==> src/rtl/mntp_pkg.sv <==
// Shared types, constants and the pitch table of the note word parser.
package mntp_pkg;

  // Parse phases of the front end
  typedef enum logic [3:0] {
    PH_LETTER = 4'd0,
    PH_ACC    = 4'd1,
    PH_OCT    = 4'd2,
    PH_SLASH  = 4'd3,
    PH_FRAC1  = 4'd4,
    PH_FRAC2  = 4'd5,
    PH_DOT    = 4'd6,
    PH_TIE    = 4'd7,
    PH_DONE   = 4'd8,
    PH_ERR    = 4'd9
  } phase_t;

  // Back end sequencer states
  typedef enum logic [1:0] {
    BK_IDLE = 2'd0,
    BK_DIVT = 2'd1,
    BK_FIN  = 2'd2,
    BK_OUT  = 2'd3
  } back_state_t;

  // Error codes
  localparam logic [2:0] ERR_NONE  = 3'd0;
  localparam logic [2:0] ERR_ACC   = 3'd1;
  localparam logic [2:0] ERR_NAME  = 3'd2;
  localparam logic [2:0] ERR_OCT   = 3'd3;
  localparam logic [2:0] ERR_SLASH = 3'd4;
  localparam logic [2:0] ERR_FRAC  = 3'd5;

  // Accidental columns of the pitch table
  localparam logic [1:0] ACC_NAT   = 2'd0;
  localparam logic [1:0] ACC_FLAT  = 2'd1;
  localparam logic [1:0] ACC_SHARP = 2'd2;

  // Characters
  localparam logic [7:0] CH_A     = 8'h41;
  localparam logic [7:0] CH_G     = 8'h47;
  localparam logic [7:0] CH_R     = 8'h52;
  localparam logic [7:0] CH_FLAT  = 8'h62;
  localparam logic [7:0] CH_SHARP = 8'h23;
  localparam logic [7:0] CH_TWO   = 8'h32;
  localparam logic [7:0] CH_EIGHT = 8'h38;
  localparam logic [7:0] CH_ZERO  = 8'h30;
  localparam logic [7:0] CH_NINE  = 8'h39;
  localparam logic [7:0] CH_SLASH = 8'h2F;
  localparam logic [7:0] CH_DOT   = 8'h2E;
  localparam logic [7:0] CH_TIE   = 8'h5F;

  // Widths
  localparam int PITCH_W = 12;
  localparam int OCT_W   = 4;
  localparam int FRAC_W  = 7;
  localparam int FREQ_W  = 13;
  localparam int WN_W    = 18;
  localparam int MS_W    = 19;
  localparam int ERR_W   = 3;

  // Fraction divider: numerator width, two quotient bits a cycle
  localparam int DIV_W     = WN_W;
  localparam int DIV_CYC   = DIV_W / 2;
  localparam int DIV_CNT_W = $clog2(DIV_CYC);

  // Divide by 100 as a multiply by ceil(2^27 / 100); exact below 2^20
  localparam int HZ_NUM_W   = 20;
  localparam int HZ_RECIP_W = 21;
  localparam int HZ_PROD_W  = HZ_NUM_W + HZ_RECIP_W;
  localparam int HZ_SHIFT   = 27;
  localparam logic [HZ_RECIP_W-1:0] HZ_RECIP = 21'd1342178;

  localparam logic [WN_W-1:0] WN_RESET = 18'd2000;

  // Parsed note word handed from front to back
  typedef struct packed {
    logic [PITCH_W-1:0] base;
    logic [OCT_W-1:0]   oct;
    logic [FRAC_W-1:0]  frac;
    logic               dotted;
    logic               tied;
    logic [ERR_W-1:0]   err;
  } note_cmd_t;

  // Divider request
  typedef struct packed {
    logic              start;
    logic [DIV_W-1:0]  num;
    logic [FRAC_W-1:0] den;
  } div_req_t;

  // Base pitch in centihertz; 0 marks a forbidden accidental
  function automatic logic [PITCH_W-1:0] pitch_lookup(input logic [2:0] letter,
                                                      input logic [1:0] col);
    logic [PITCH_W-1:0] p;
    p = '0;
    unique case (letter)
      3'd0: p = (col == ACC_NAT) ? 12'd2750 : (col == ACC_FLAT) ? 12'd2596 : 12'd2914;
      3'd1: p = (col == ACC_NAT) ? 12'd3087 : (col == ACC_FLAT) ? 12'd2914 : 12'd0;
      3'd2: p = (col == ACC_NAT) ? 12'd1635 : (col == ACC_FLAT) ? 12'd0    : 12'd1732;
      3'd3: p = (col == ACC_NAT) ? 12'd1835 : (col == ACC_FLAT) ? 12'd1732 : 12'd1945;
      3'd4: p = (col == ACC_NAT) ? 12'd2060 : (col == ACC_FLAT) ? 12'd1945 : 12'd0;
      3'd5: p = (col == ACC_NAT) ? 12'd2183 : (col == ACC_FLAT) ? 12'd0    : 12'd2312;
      3'd6: p = (col == ACC_NAT) ? 12'd2450 : (col == ACC_FLAT) ? 12'd2312 : 12'd2596;
      default: p = '0;
    endcase
    return p;
  endfunction

endpackage

==> src/rtl/mntp_if.sv <==
// Valid/ready channel interfaces for characters in and note results out.
interface mntp_char_if;
  logic       valid;
  logic       ready;
  logic [7:0] char_code;
  logic       last_char;
  modport source(output valid, output char_code, output last_char, input ready);
  modport sink(input valid, input char_code, input last_char, output ready);
endinterface

interface mntp_note_if;
  logic        valid;
  logic        ready;
  logic [12:0] frequency_hz;
  logic [18:0] slot_ms;
  logic [18:0] on_ms;
  logic [2:0]  error_code;
  modport source(output valid, output frequency_hz, output slot_ms, output on_ms,
                 output error_code, input ready);
  modport sink(input valid, input frequency_hz, input slot_ms, input on_ms,
               input error_code, output ready);
endinterface

==> src/rtl/mntp_front.sv <==
// Front end: takes the characters of a note word one at a time and parses the note word.
module mntp_front (
  input  logic                clk,
  input  logic                rst_n,
  input  logic                char_valid,
  input  logic [7:0]          char_code,
  input  logic                last_char,
  input  logic                q_full,
  output logic                char_ready,
  output logic                push,
  output mntp_pkg::note_cmd_t push_cmd
);

  mntp_pkg::phase_t                 phase_r, phase_nxt;
  logic [2:0]                       letter_r, letter_nxt;
  logic [mntp_pkg::PITCH_W-1:0]     base_r, base_nxt;
  logic [mntp_pkg::OCT_W-1:0]       oct_r, oct_nxt;
  logic [mntp_pkg::FRAC_W-1:0]      frac_r, frac_nxt;
  logic                             dot_r, dot_nxt;
  logic                             tie_r, tie_nxt;
  logic [mntp_pkg::ERR_W-1:0]       err_r, err_nxt;
  logic                             take;
  logic                             fall_oct, fall_dot, fall_tie;
  logic [mntp_pkg::PITCH_W-1:0]     acc_pitch;
  logic [mntp_pkg::ERR_W-1:0]       end_err;
  logic                             is_digit;

  assign take       = char_valid && char_ready;
  assign char_ready = !q_full;
  assign is_digit   = (char_code >= mntp_pkg::CH_ZERO) && (char_code <= mntp_pkg::CH_NINE);
  assign acc_pitch  = mntp_pkg::pitch_lookup(letter_r,
                        (char_code == mntp_pkg::CH_FLAT) ? mntp_pkg::ACC_FLAT
                                                         : mntp_pkg::ACC_SHARP);

  // Next parse state: a character may fall through optional fields
  always_comb begin
    phase_nxt  = phase_r;
    letter_nxt = letter_r;
    base_nxt   = base_r;
    oct_nxt    = oct_r;
    frac_nxt   = frac_r;
    dot_nxt    = dot_r;
    tie_nxt    = tie_r;
    err_nxt    = err_r;
    fall_oct   = 1'b0;
    fall_dot   = 1'b0;
    fall_tie   = 1'b0;
    if (take) begin
      unique case (phase_r)
        mntp_pkg::PH_LETTER: begin
          if (char_code >= mntp_pkg::CH_A && char_code <= mntp_pkg::CH_G) begin
            letter_nxt = 3'(char_code - mntp_pkg::CH_A);
            base_nxt   = mntp_pkg::pitch_lookup(3'(char_code - mntp_pkg::CH_A),
                                                mntp_pkg::ACC_NAT);
            phase_nxt  = mntp_pkg::PH_ACC;
          end else if (char_code == mntp_pkg::CH_R) begin
            base_nxt  = '0;
            phase_nxt = mntp_pkg::PH_SLASH;
          end else begin
            err_nxt   = mntp_pkg::ERR_NAME;
            phase_nxt = mntp_pkg::PH_ERR;
          end
        end
        mntp_pkg::PH_ACC: begin
          if (char_code == mntp_pkg::CH_FLAT || char_code == mntp_pkg::CH_SHARP) begin
            if (acc_pitch == '0) begin
              err_nxt   = mntp_pkg::ERR_ACC;
              phase_nxt = mntp_pkg::PH_ERR;
            end else begin
              base_nxt  = acc_pitch;
              phase_nxt = mntp_pkg::PH_OCT;
            end
          end else begin
            fall_oct = 1'b1;
          end
        end
        mntp_pkg::PH_OCT: fall_oct = 1'b1;
        mntp_pkg::PH_SLASH: begin
          if (char_code == mntp_pkg::CH_SLASH) begin
            phase_nxt = mntp_pkg::PH_FRAC1;
          end else begin
            err_nxt   = mntp_pkg::ERR_SLASH;
            phase_nxt = mntp_pkg::PH_ERR;
          end
        end
        mntp_pkg::PH_FRAC1: begin
          if (is_digit) begin
            frac_nxt  = 7'(char_code[3:0]);
            phase_nxt = mntp_pkg::PH_FRAC2;
          end else begin
            err_nxt   = mntp_pkg::ERR_FRAC;
            phase_nxt = mntp_pkg::PH_ERR;
          end
        end
        mntp_pkg::PH_FRAC2: begin
          if (is_digit) begin
            frac_nxt  = 7'(frac_r * 7'd10 + 7'(char_code[3:0]));
            phase_nxt = mntp_pkg::PH_DOT;
          end else begin
            fall_dot = 1'b1;
          end
        end
        mntp_pkg::PH_DOT: fall_dot = 1'b1;
        mntp_pkg::PH_TIE: fall_tie = 1'b1;
        default: ;
      endcase

      if (fall_oct) begin
        if (char_code >= mntp_pkg::CH_TWO && char_code <= mntp_pkg::CH_EIGHT) begin
          oct_nxt   = char_code[3:0];
          phase_nxt = mntp_pkg::PH_SLASH;
        end else begin
          err_nxt   = mntp_pkg::ERR_OCT;
          phase_nxt = mntp_pkg::PH_ERR;
        end
      end
      if (fall_dot) begin
        if (char_code == mntp_pkg::CH_DOT) begin
          dot_nxt   = 1'b1;
          phase_nxt = mntp_pkg::PH_TIE;
        end else begin
          fall_tie = 1'b1;
        end
      end
      if (fall_tie) begin
        if (char_code == mntp_pkg::CH_TIE) begin
          tie_nxt = 1'b1;
        end
        phase_nxt = mntp_pkg::PH_DONE;
      end
    end
  end

  // Word end: a missing remainder reads as NUL
  always_comb begin
    end_err = err_nxt;
    if (err_nxt == mntp_pkg::ERR_NONE) begin
      priority case (phase_nxt)
        mntp_pkg::PH_LETTER: end_err = mntp_pkg::ERR_NAME;
        mntp_pkg::PH_ACC,
        mntp_pkg::PH_OCT:    end_err = mntp_pkg::ERR_OCT;
        mntp_pkg::PH_SLASH:  end_err = mntp_pkg::ERR_SLASH;
        mntp_pkg::PH_FRAC1:  end_err = mntp_pkg::ERR_FRAC;
        default: begin
          if (frac_nxt == '0) begin
            end_err = mntp_pkg::ERR_FRAC;
          end
        end
      endcase
    end
    push            = take && last_char;
    push_cmd.base   = base_nxt;
    push_cmd.oct    = oct_nxt;
    push_cmd.frac   = frac_nxt;
    push_cmd.dotted = dot_nxt;
    push_cmd.tied   = tie_nxt;
    push_cmd.err    = end_err;
  end

  always_ff @(posedge clk) begin
    if (!rst_n || push) begin
      phase_r  <= mntp_pkg::PH_LETTER;
      letter_r <= '0;
      base_r   <= '0;
      oct_r    <= '0;
      frac_r   <= '0;
      dot_r    <= 1'b0;
      tie_r    <= 1'b0;
      err_r    <= mntp_pkg::ERR_NONE;
    end else begin
      phase_r  <= phase_nxt;
      letter_r <= letter_nxt;
      base_r   <= base_nxt;
      oct_r    <= oct_nxt;
      frac_r   <= frac_nxt;
      dot_r    <= dot_nxt;
      tie_r    <= tie_nxt;
      err_r    <= err_nxt;
    end
  end

endmodule

==> src/rtl/mntp_fifo.sv <==
// Two-entry queue of parsed note words between front and back.
module mntp_fifo (
  input  logic                clk,
  input  logic                rst_n,
  input  logic                push,
  input  mntp_pkg::note_cmd_t push_cmd,
  input  logic                pop,
  output logic                full,
  output logic                not_empty,
  output mntp_pkg::note_cmd_t head
);

  mntp_pkg::note_cmd_t mem_r [2];
  logic                wr_ptr_r, rd_ptr_r;
  logic [1:0]          count_r, count_nxt;

  assign full      = (count_r == 2'd2);
  assign not_empty = (count_r != 2'd0);
  assign head      = mem_r[rd_ptr_r];

  always_comb begin
    count_nxt = count_r;
    if (push && !pop) begin
      count_nxt = 2'(count_r + 2'd1);
    end else if (pop && !push) begin
      count_nxt = 2'(count_r - 2'd1);
    end
  end

  always_ff @(posedge clk) begin
    if (push) begin
      mem_r[wr_ptr_r] <= push_cmd;
    end
  end

  always_ff @(posedge clk) begin
    if (!rst_n) begin
      wr_ptr_r <= 1'b0;
      rd_ptr_r <= 1'b0;
      count_r  <= 2'd0;
    end else begin
      if (push) wr_ptr_r <= !wr_ptr_r;
      if (pop)  rd_ptr_r <= !rd_ptr_r;
      count_r <= count_nxt;
    end
  end

  a_no_push_full: assert property (@(posedge clk) disable iff (!rst_n)
    push |-> !full)
    else $error("push into full queue");
  a_no_pop_empty: assert property (@(posedge clk) disable iff (!rst_n)
    pop |-> not_empty)
    else $error("pop from empty queue");

endmodule

==> src/rtl/mntp_div.sv <==
// Iterative unsigned divider, two quotient bits a cycle.
module mntp_div (
  input  logic                         clk,
  input  logic                         rst_n,
  input  mntp_pkg::div_req_t           req,
  output logic                         done,
  output logic [mntp_pkg::DIV_W-1:0]   quot
);

  logic [mntp_pkg::DIV_W-1:0]     num_r, num_nxt;
  logic [mntp_pkg::FRAC_W-1:0]    rem_r, rem_nxt;
  logic [mntp_pkg::FRAC_W-1:0]    den_r;
  logic [mntp_pkg::DIV_CNT_W-1:0] cnt_r;
  logic                           busy_r, done_r;
  logic [mntp_pkg::FRAC_W:0]      trial;

  assign done = done_r;
  assign quot = num_r;

  // Two restoring steps: shift in a numerator bit, subtract if it fits
  always_comb begin
    num_nxt = num_r;
    rem_nxt = rem_r;
    trial   = '0;
    for (int i = 0; i < 2; i++) begin
      trial = {rem_nxt, num_nxt[mntp_pkg::DIV_W-1]};
      if (trial >= {1'b0, den_r}) begin
        rem_nxt = mntp_pkg::FRAC_W'(trial - {1'b0, den_r});
        num_nxt = {num_nxt[mntp_pkg::DIV_W-2:0], 1'b1};
      end else begin
        rem_nxt = trial[mntp_pkg::FRAC_W-1:0];
        num_nxt = {num_nxt[mntp_pkg::DIV_W-2:0], 1'b0};
      end
    end
  end

  always_ff @(posedge clk) begin
    if (req.start) begin
      num_r <= req.num;
      rem_r <= '0;
      den_r <= req.den;
    end else if (busy_r) begin
      num_r <= num_nxt;
      rem_r <= rem_nxt;
    end
  end

  always_ff @(posedge clk) begin
    if (!rst_n) begin
      busy_r <= 1'b0;
      done_r <= 1'b0;
      cnt_r  <= '0;
    end else begin
      done_r <= busy_r && (cnt_r == mntp_pkg::DIV_CNT_W'(mntp_pkg::DIV_CYC - 1));
      if (req.start) begin
        busy_r <= 1'b1;
        cnt_r  <= '0;
      end else if (busy_r) begin
        cnt_r <= mntp_pkg::DIV_CNT_W'(cnt_r + 1'b1);
        if (cnt_r == mntp_pkg::DIV_CNT_W'(mntp_pkg::DIV_CYC - 1)) begin
          busy_r <= 1'b0;
        end
      end
    end
  end

  a_start_idle: assert property (@(posedge clk) disable iff (!rst_n)
    req.start |-> !busy_r && req.den != '0)
    else $error("divider started while busy or by zero");

endmodule

==> src/rtl/mntp_back.sv <==
// Back end: turns a parsed note word into frequency and durations.
module mntp_back (
  input  logic                         clk,
  input  logic                         rst_n,
  input  logic                         q_not_empty,
  input  mntp_pkg::note_cmd_t          q_head,
  input  logic [mntp_pkg::WN_W-1:0]    whole_note_ms,
  output logic                         q_pop,
  output logic                         res_valid,
  input  logic                         res_ready,
  output logic [mntp_pkg::FREQ_W-1:0]  res_freq,
  output logic [mntp_pkg::MS_W-1:0]    res_total,
  output logic [mntp_pkg::MS_W-1:0]    res_on,
  output logic [mntp_pkg::ERR_W-1:0]   res_err
);

  mntp_pkg::back_state_t          state_r, state_nxt;
  mntp_pkg::note_cmd_t            cmd_r;
  mntp_pkg::div_req_t             div_req;
  logic                           div_done;
  logic [mntp_pkg::DIV_W-1:0]     div_q;
  logic [mntp_pkg::FREQ_W-1:0]    freq_r, freq_calc;
  logic [mntp_pkg::MS_W-1:0]      total_r, on_r;
  logic [mntp_pkg::MS_W-1:0]      total_calc, on_calc;
  logic [mntp_pkg::WN_W-1:0]      q_ms;
  logic [mntp_pkg::MS_W+2:0]      times7;
  logic [mntp_pkg::HZ_NUM_W-1:0]  freq_num;
  logic [mntp_pkg::HZ_PROD_W-1:0] freq_prod;

  mntp_div u_div (
    .clk  (clk),
    .rst_n(rst_n),
    .req  (div_req),
    .done (div_done),
    .quot (div_q)
  );

  // Pitch shifted left by the octave, over 100, by reciprocal multiply
  assign freq_num   = {8'b0, cmd_r.base} << cmd_r.oct;
  assign freq_prod  = freq_num * mntp_pkg::HZ_RECIP;
  assign freq_calc  = freq_prod[mntp_pkg::HZ_SHIFT+mntp_pkg::FREQ_W-1:mntp_pkg::HZ_SHIFT];

  assign q_ms       = div_q;
  assign total_calc = cmd_r.dotted ? mntp_pkg::MS_W'({1'b0, q_ms} + {2'b0, q_ms[mntp_pkg::WN_W-1:1]})
                                   : {1'b0, q_ms};
  assign times7     = {total_r, 3'b000} - {3'b000, total_r};
  assign on_calc    = cmd_r.tied ? total_r : times7[mntp_pkg::MS_W+2:3];

  always_comb begin
    state_nxt = state_r;
    unique case (state_r)
      mntp_pkg::BK_IDLE: begin
        if (q_not_empty) begin
          state_nxt = (q_head.err != mntp_pkg::ERR_NONE) ? mntp_pkg::BK_OUT
                                                         : mntp_pkg::BK_DIVT;
        end
      end
      mntp_pkg::BK_DIVT: if (div_done) state_nxt = mntp_pkg::BK_FIN;
      mntp_pkg::BK_FIN:  state_nxt = mntp_pkg::BK_OUT;
      mntp_pkg::BK_OUT:  if (res_ready) state_nxt = mntp_pkg::BK_IDLE;
      default:           state_nxt = mntp_pkg::BK_IDLE;
    endcase
  end

  always_comb begin
    q_pop         = (state_r == mntp_pkg::BK_IDLE) && q_not_empty;
    res_valid     = (state_r == mntp_pkg::BK_OUT);
    // divide the whole note by the fraction as a clean word leaves the queue
    div_req.start = q_pop && (q_head.err == mntp_pkg::ERR_NONE);
    div_req.num   = whole_note_ms;
    div_req.den   = q_head.frac;
  end

  always_ff @(posedge clk) begin
    unique case (state_r)
      mntp_pkg::BK_IDLE: begin
        if (q_pop) begin
          cmd_r   <= q_head;
          freq_r  <= '0;
          total_r <= '0;
          on_r    <= '0;
        end
      end
      mntp_pkg::BK_DIVT: begin
        if (div_done) begin
          total_r <= total_calc;
          freq_r  <= freq_calc;
        end
      end
      mntp_pkg::BK_FIN:  on_r <= on_calc;
      default: ;
    endcase
  end

  always_ff @(posedge clk) begin
    if (!rst_n) begin
      state_r <= mntp_pkg::BK_IDLE;
    end else begin
      state_r <= state_nxt;
    end
  end

  assign res_freq  = freq_r;
  assign res_total = total_r;
  assign res_on    = on_r;
  assign res_err   = cmd_r.err;

  a_err_zero: assert property (@(posedge clk) disable iff (!rst_n)
    res_valid && res_err != mntp_pkg::ERR_NONE |-> res_freq == '0 && res_total == '0 &&
                                                   res_on == '0)
    else $error("error word carries nonzero results");
  a_on_le_total: assert property (@(posedge clk) disable iff (!rst_n)
    res_valid |-> res_on <= res_total)
    else $error("sounding time exceeds slot length");
  a_freq_fits: assert property (@(posedge clk) disable iff (!rst_n)
    state_r == mntp_pkg::BK_DIVT |->
      freq_prod[mntp_pkg::HZ_PROD_W-1:mntp_pkg::HZ_SHIFT+mntp_pkg::FREQ_W] == '0)
    else $error("frequency overflows");

endmodule

==> src/rtl/music_note_text_parser.sv <==
// Top level of the note word parser.
//
// in_ch takes one ASCII character per transfer (char_code), with last_char set
// on the final character of a note word such as C#4/8._ or R/2. out_ch
// gives one result per note word: frequency_hz, slot_ms, on_ms and
// error_code. cfg_we/cfg_wdata write whole_note_ms, the whole note length
// in milliseconds (reset 2000); write it only while no word is in flight.
//
// Characters are taken one a cycle while the two-entry word queue has room.
// On the last character the parsed word enters the queue. The back end
// divides whole_note_ms by the fraction two quotient bits a cycle and
// scales the pitch by a reciprocal multiply; it then derives the sounding
// time and shows the result. An error word skips the divider and shows a
// zero result. The back end takes one word at a time and pops the next
// only after the result is taken.
//
// Reset clears the parse state and the queue and sets whole_note_ms to
// 2000. A result stays on out_ch until taken; while out_ch stalls the
// front keeps taking characters until the queue fills, then holds ready low.
module music_note_text_parser (
  input  logic                      clk,
  input  logic                      rst_n,
  mntp_char_if.sink                 in_ch,
  mntp_note_if.source               out_ch,
  input  logic                      cfg_we,
  input  logic [mntp_pkg::WN_W-1:0] cfg_wdata
);

  logic [mntp_pkg::WN_W-1:0] whole_note_ms_r;
  logic                      push, pop, q_full, q_not_empty;
  mntp_pkg::note_cmd_t       push_cmd, q_head;

  always_ff @(posedge clk) begin
    if (!rst_n) begin
      whole_note_ms_r <= mntp_pkg::WN_RESET;
    end else if (cfg_we) begin
      whole_note_ms_r <= cfg_wdata;
    end
  end

  mntp_front u_front (
    .clk       (clk),
    .rst_n     (rst_n),
    .char_valid(in_ch.valid),
    .char_code (in_ch.char_code),
    .last_char (in_ch.last_char),
    .q_full    (q_full),
    .char_ready(in_ch.ready),
    .push      (push),
    .push_cmd  (push_cmd)
  );

  mntp_fifo u_fifo (
    .clk      (clk),
    .rst_n    (rst_n),
    .push     (push),
    .push_cmd (push_cmd),
    .pop      (pop),
    .full     (q_full),
    .not_empty(q_not_empty),
    .head     (q_head)
  );

  mntp_back u_back (
    .clk          (clk),
    .rst_n        (rst_n),
    .q_not_empty  (q_not_empty),
    .q_head       (q_head),
    .whole_note_ms(whole_note_ms_r),
    .q_pop        (pop),
    .res_valid    (out_ch.valid),
    .res_ready    (out_ch.ready),
    .res_freq     (out_ch.frequency_hz),
    .res_total    (out_ch.slot_ms),
    .res_on       (out_ch.on_ms),
    .res_err      (out_ch.error_code)
  );

endmodule

==> src/flat_wrapper.sv <==
// flat-port wrapper written by rule: the top's interface ports become plain ports
module music_note_text_parser_flat 
  (clk, rst_n, cfg_we, cfg_wdata, in_ch_valid, in_ch_char_code, in_ch_last_char, in_ch_ready, out_ch_valid, out_ch_frequency_hz, out_ch_slot_ms, out_ch_on_ms, out_ch_error_code, out_ch_ready);
  mntp_char_if in_ch_i ();
  mntp_note_if out_ch_i ();
  input  logic clk;
  input  logic rst_n;
  input  logic cfg_we;
  input  logic [mntp_pkg::WN_W-1:0] cfg_wdata;
  input wire logic [$bits(in_ch_i.valid)-1:0] in_ch_valid;
  input wire logic [$bits(in_ch_i.char_code)-1:0] in_ch_char_code;
  input wire logic [$bits(in_ch_i.last_char)-1:0] in_ch_last_char;
  output wire logic [$bits(in_ch_i.ready)-1:0] in_ch_ready;
  output wire logic [$bits(out_ch_i.valid)-1:0] out_ch_valid;
  output wire logic [$bits(out_ch_i.frequency_hz)-1:0] out_ch_frequency_hz;
  output wire logic [$bits(out_ch_i.slot_ms)-1:0] out_ch_slot_ms;
  output wire logic [$bits(out_ch_i.on_ms)-1:0] out_ch_on_ms;
  output wire logic [$bits(out_ch_i.error_code)-1:0] out_ch_error_code;
  input wire logic [$bits(out_ch_i.ready)-1:0] out_ch_ready;
  assign in_ch_i.valid = in_ch_valid;
  assign in_ch_i.char_code = in_ch_char_code;
  assign in_ch_i.last_char = in_ch_last_char;
  assign in_ch_ready = in_ch_i.ready;
  assign out_ch_valid = out_ch_i.valid;
  assign out_ch_frequency_hz = out_ch_i.frequency_hz;
  assign out_ch_slot_ms = out_ch_i.slot_ms;
  assign out_ch_on_ms = out_ch_i.on_ms;
  assign out_ch_error_code = out_ch_i.error_code;
  assign out_ch_i.ready = out_ch_ready;
  music_note_text_parser u_core (.clk(clk), .rst_n(rst_n), .in_ch(in_ch_i), .out_ch(out_ch_i), .cfg_we(cfg_we), .cfg_wdata(cfg_wdata));
endmodule
==> config.mk <==
export PLATFORM = sky130hd
export DESIGN_NAME = music_note_text_parser_flat
export DESIGN_NICKNAME = d
export VERILOG_FILES = /design/src/rtl/mntp_pkg.sv /design/src/rtl/mntp_if.sv /design/src/rtl/mntp_front.sv /design/src/rtl/mntp_fifo.sv /design/src/rtl/mntp_div.sv /design/src/rtl/mntp_back.sv /design/src/rtl/music_note_text_parser.sv /design/src/flat_wrapper.sv
export SDC_FILE = /design/constraint.sdc
export NUM_CORES = 1
export LEC_CHECK = 0
export ABC_AREA = 1
export BUFFER_PORTS_ARGS = -buffer_cell sky130_fd_sc_hd__buf_2
export CAP_MARGIN = 20
export CORE_UTILIZATION = 51
export CTS_CLUSTER_DIAMETER = 150
export CTS_CLUSTER_SIZE = 14
export DETAILED_ROUTE_END_ITERATION = 16
export PLACE_DENSITY = 0.78
export SLEW_MARGIN = 20
export SYNTH_ARGS = -nofsm -noshare
export SYNTH_HDL_FRONTEND = slang
export SYNTH_HIERARCHICAL = 1
export SYNTH_SLANG_ARGS = --single-unit
==> constraint.sdc <==
create_clock -name clk -period 8.4 [get_ports clk]
set_input_delay 1.68 -clock clk [delete_from_list [all_inputs] [get_ports clk]]
set_output_delay 1.68 -clock clk [all_outputs]
set_load 0.01 [all_outputs]
==> metrics.txt <==
top sig layer met4; Final GP Congestion ~0.98; CTS-repair resized insts 0; Synth top area share around a fifth; footprint of the multi-input gates ~14000 sq um; RSZ-0062 raised after global routing no; Row Count 76; Netlist cell types 65; slowest cell delay on critical path 0.63 ns; cts hold-fix bufs 0; Fill cells a little over 4000; Place WS roughly 0.90 ns; Fin. Hold Viols 0; Finish-stage setup viols 0; post-synthesis register bit count between 200 and 250; synth top area cells edfxtp_1, ha_1, fa_1, inv_1, nand2_1; CTS sink cnt 226; met2 wire length ~26 mm; Post-Layout Cell Count about 3400; largest net degree at the start of global routing 36; nature of the critical path endpoint register; port bufs 87; crit-path max FO 17; Max H-tree Level 1; clk slew on worst S/H paths ~0.07 ns; CP arrival 7.89 ns; Buf+Inv Stages, Crit Path 6; GRT Total Usage 25.0%; Met3 Wirelength about 2.5 mm; Slew HR a little over a quarter; Final Max Tran Viols 0; fraction of registers with async set/reset 0%; Post-CTS Setup Bufs 0; Die H 210 um; fin nets 3234; final cycle utilization of the critical path around nine tenths; Fin Clk Skew between 0.02 and 0.025 ns; Num CTS Buffers 20; Detailed Place HPWL about 45 mm; status finished, final reports clean; fmax around 0.13 GHz; Max Cap Viol 0; Core Region 43000 sq um; Post-synth EDFFs 153; CTS tree built; register area 6060 sq um; type of the worst min-delay path reg -> reg; drt total wl approximately 54 mm; vias in the first global route roughly 18000; Final TNS setup 0 ns; Ant. Diodes 0; CP Class reg -> reg; GRT overflow 0; fin crit period ~7.6 ns; layout cells sized above 1 under 10%; Die Area approximately 44000 sq um; first-pass GRT wire length ~90 mm; leading area contributor after synthesis edfxtp_1; Top FF cell, synth edfxtp_1; setup ws final approximately 0.79 ns; Seq/Total Area, Yosys around 27%; Final ANT Viol Nets 0; Syn. warnings 6; R2R setup slack a little under 0.8 ns; initial antenna violation count 0; syn nets between 3000 and 4000; Worst Path Required ~8.7 ns; Initial Util between 50% and 60%; Skew-Pair Late Insertion Delay around 0.53 ns; DR vias/cell 5.31; # IOs 88; Routed WL per cell ~16 um; wire length on met1 24.3 mm; Post-Syn Area per Cell approximately 8 sq um; # DRC 0; placed cells ~3300; crit path launch type register; worst slew pin tran 1.09 ns; delay-heaviest family, CP adder cells; Gate Count Post-Synth roughly 2700; drt pass-1 iters 8; Clock Tree Buf Depth 3; via count between 15000 and 20000; area delta synth->final 7.06%; Crit-path slowest cell edfxtp_1; Mapped Area roughly 22000 sq um; CTS root buffer clkbuf_16; 1st-iter DRT viols ~1400; die width around 210 um
[stage by stage]
step                utilization, %  area, sq um  hold slack, ns
finish                        55.2        23700           0.466
global route                  55.2        23700           0.481
CTS                           55.2        23700           0.460
detailed placement            53.8        23100           0.443
global placement              53.8        23100           0.443
floorplan                        -        22200           0.429
[worst register-to-register path, delay by kind of cell (launching register included)]
family                     cells  cell delay [ns]
AOI/OAI and AO/OA              8             1.79
DFF                            1             0.63
adders and majority gates      8             3.84
and+or+nand+nor                4             0.26
buffers and inverters          6             0.85
[layout make-up]
type	count	share of cell area, %
clock inverter	2	0.195
tap	585	3.08
timing repair buffer	96	2.15
inverter	572	9.05
clock buffer	34	2.33
sequential	226	25.5
multi-input combinational	1868	57.7
[metal layers]
metal	vias up	GRT usage (%)
li1	8863	-
met1	8572	33.1
met2	453	42.9
met3	88	2.86
met4	0	7.20
met5	-	0
[cell usage after synthesis, types with 6 or more instances]
cell and count:
mux2_2 8, dfxtp_1 73, nor2_4 7, nor4_1 7, a21oi_1 147, a211oi_1 10
xnor2_1 17, nand4_1 23, buf_4 11, o21a_1 11, a31oi_1 16, nand2_1 531
nor2_1 234, o21bai_1 8, buf_2 8, or2_2 6, o211ai_1 11, inv_1 541
ha_1 276, o21ai_0 101, a21o_1 11, mux2_4 20, nor2_2 20, nor3_1 16
xor2_1 25, nand3b_1 8, o221ai_1 6, edfxtp_1 153, inv_2 29, fa_1 142
nand3_1 118, nand2_2 19, clkbuf_1 24, o21ai_1 8
[kinds of logic after synthesis]
kind of cell / count (synthesis) / synth area share [%]
fa+ha+maj: 418 / 28.4
buf+inv: 623 / 11.1
mux: 30 / 1.85
compound gates: 358 / 9.28
simple gates: 1020 / 20.4
xor+xnor: 42 / 1.66
flops: 226 / 27.3
[worst paths after layout]
check | endpoint | start | cells past startpoint
min | u_core/whole_note_ms_r[7] | u_core/whole_note_ms_r[7] | 2
min reg2reg | u_core/whole_note_ms_r[7] | u_core/whole_note_ms_r[7] | 2
max reg2reg | u_core/u_back/res_freq[8] | u_core/u_back/cmd_r[13] | 26
max | u_core/u_back/res_freq[8] | u_core/u_back/cmd_r[13] | 26
[flip-flops by register name, summed over array words and instances, names as in the netlist, 12 cells and up, named ones only]
register / count
u_core/whole_note_ms_r: 18
u_core/u_back/res_on: 19
u_core/u_back/u_div/quot: 18
u_core/u_fifo/mem_r: 56
u_core/u_back/res_freq: 13
u_core/u_front/base_r: 12
u_core/u_back/res_total: 19
u_core/u_back/cmd_r: 18
[cell usage in the layout (no fill, tap or decap), types with 73 or more instances in the layout]
cell	n
nand3_1	118
a21oi_1	146
fa_1	142
inv_1	541
dfxtp_1	73
edfxtp_1	153
buf_2	87
ha_1	276
nor2_1	233
nand2_1	531
o21ai_0	100
Power is not shown: default switching activity piles up to over one toggle a cycle in this logic, so the estimate is an artifact.
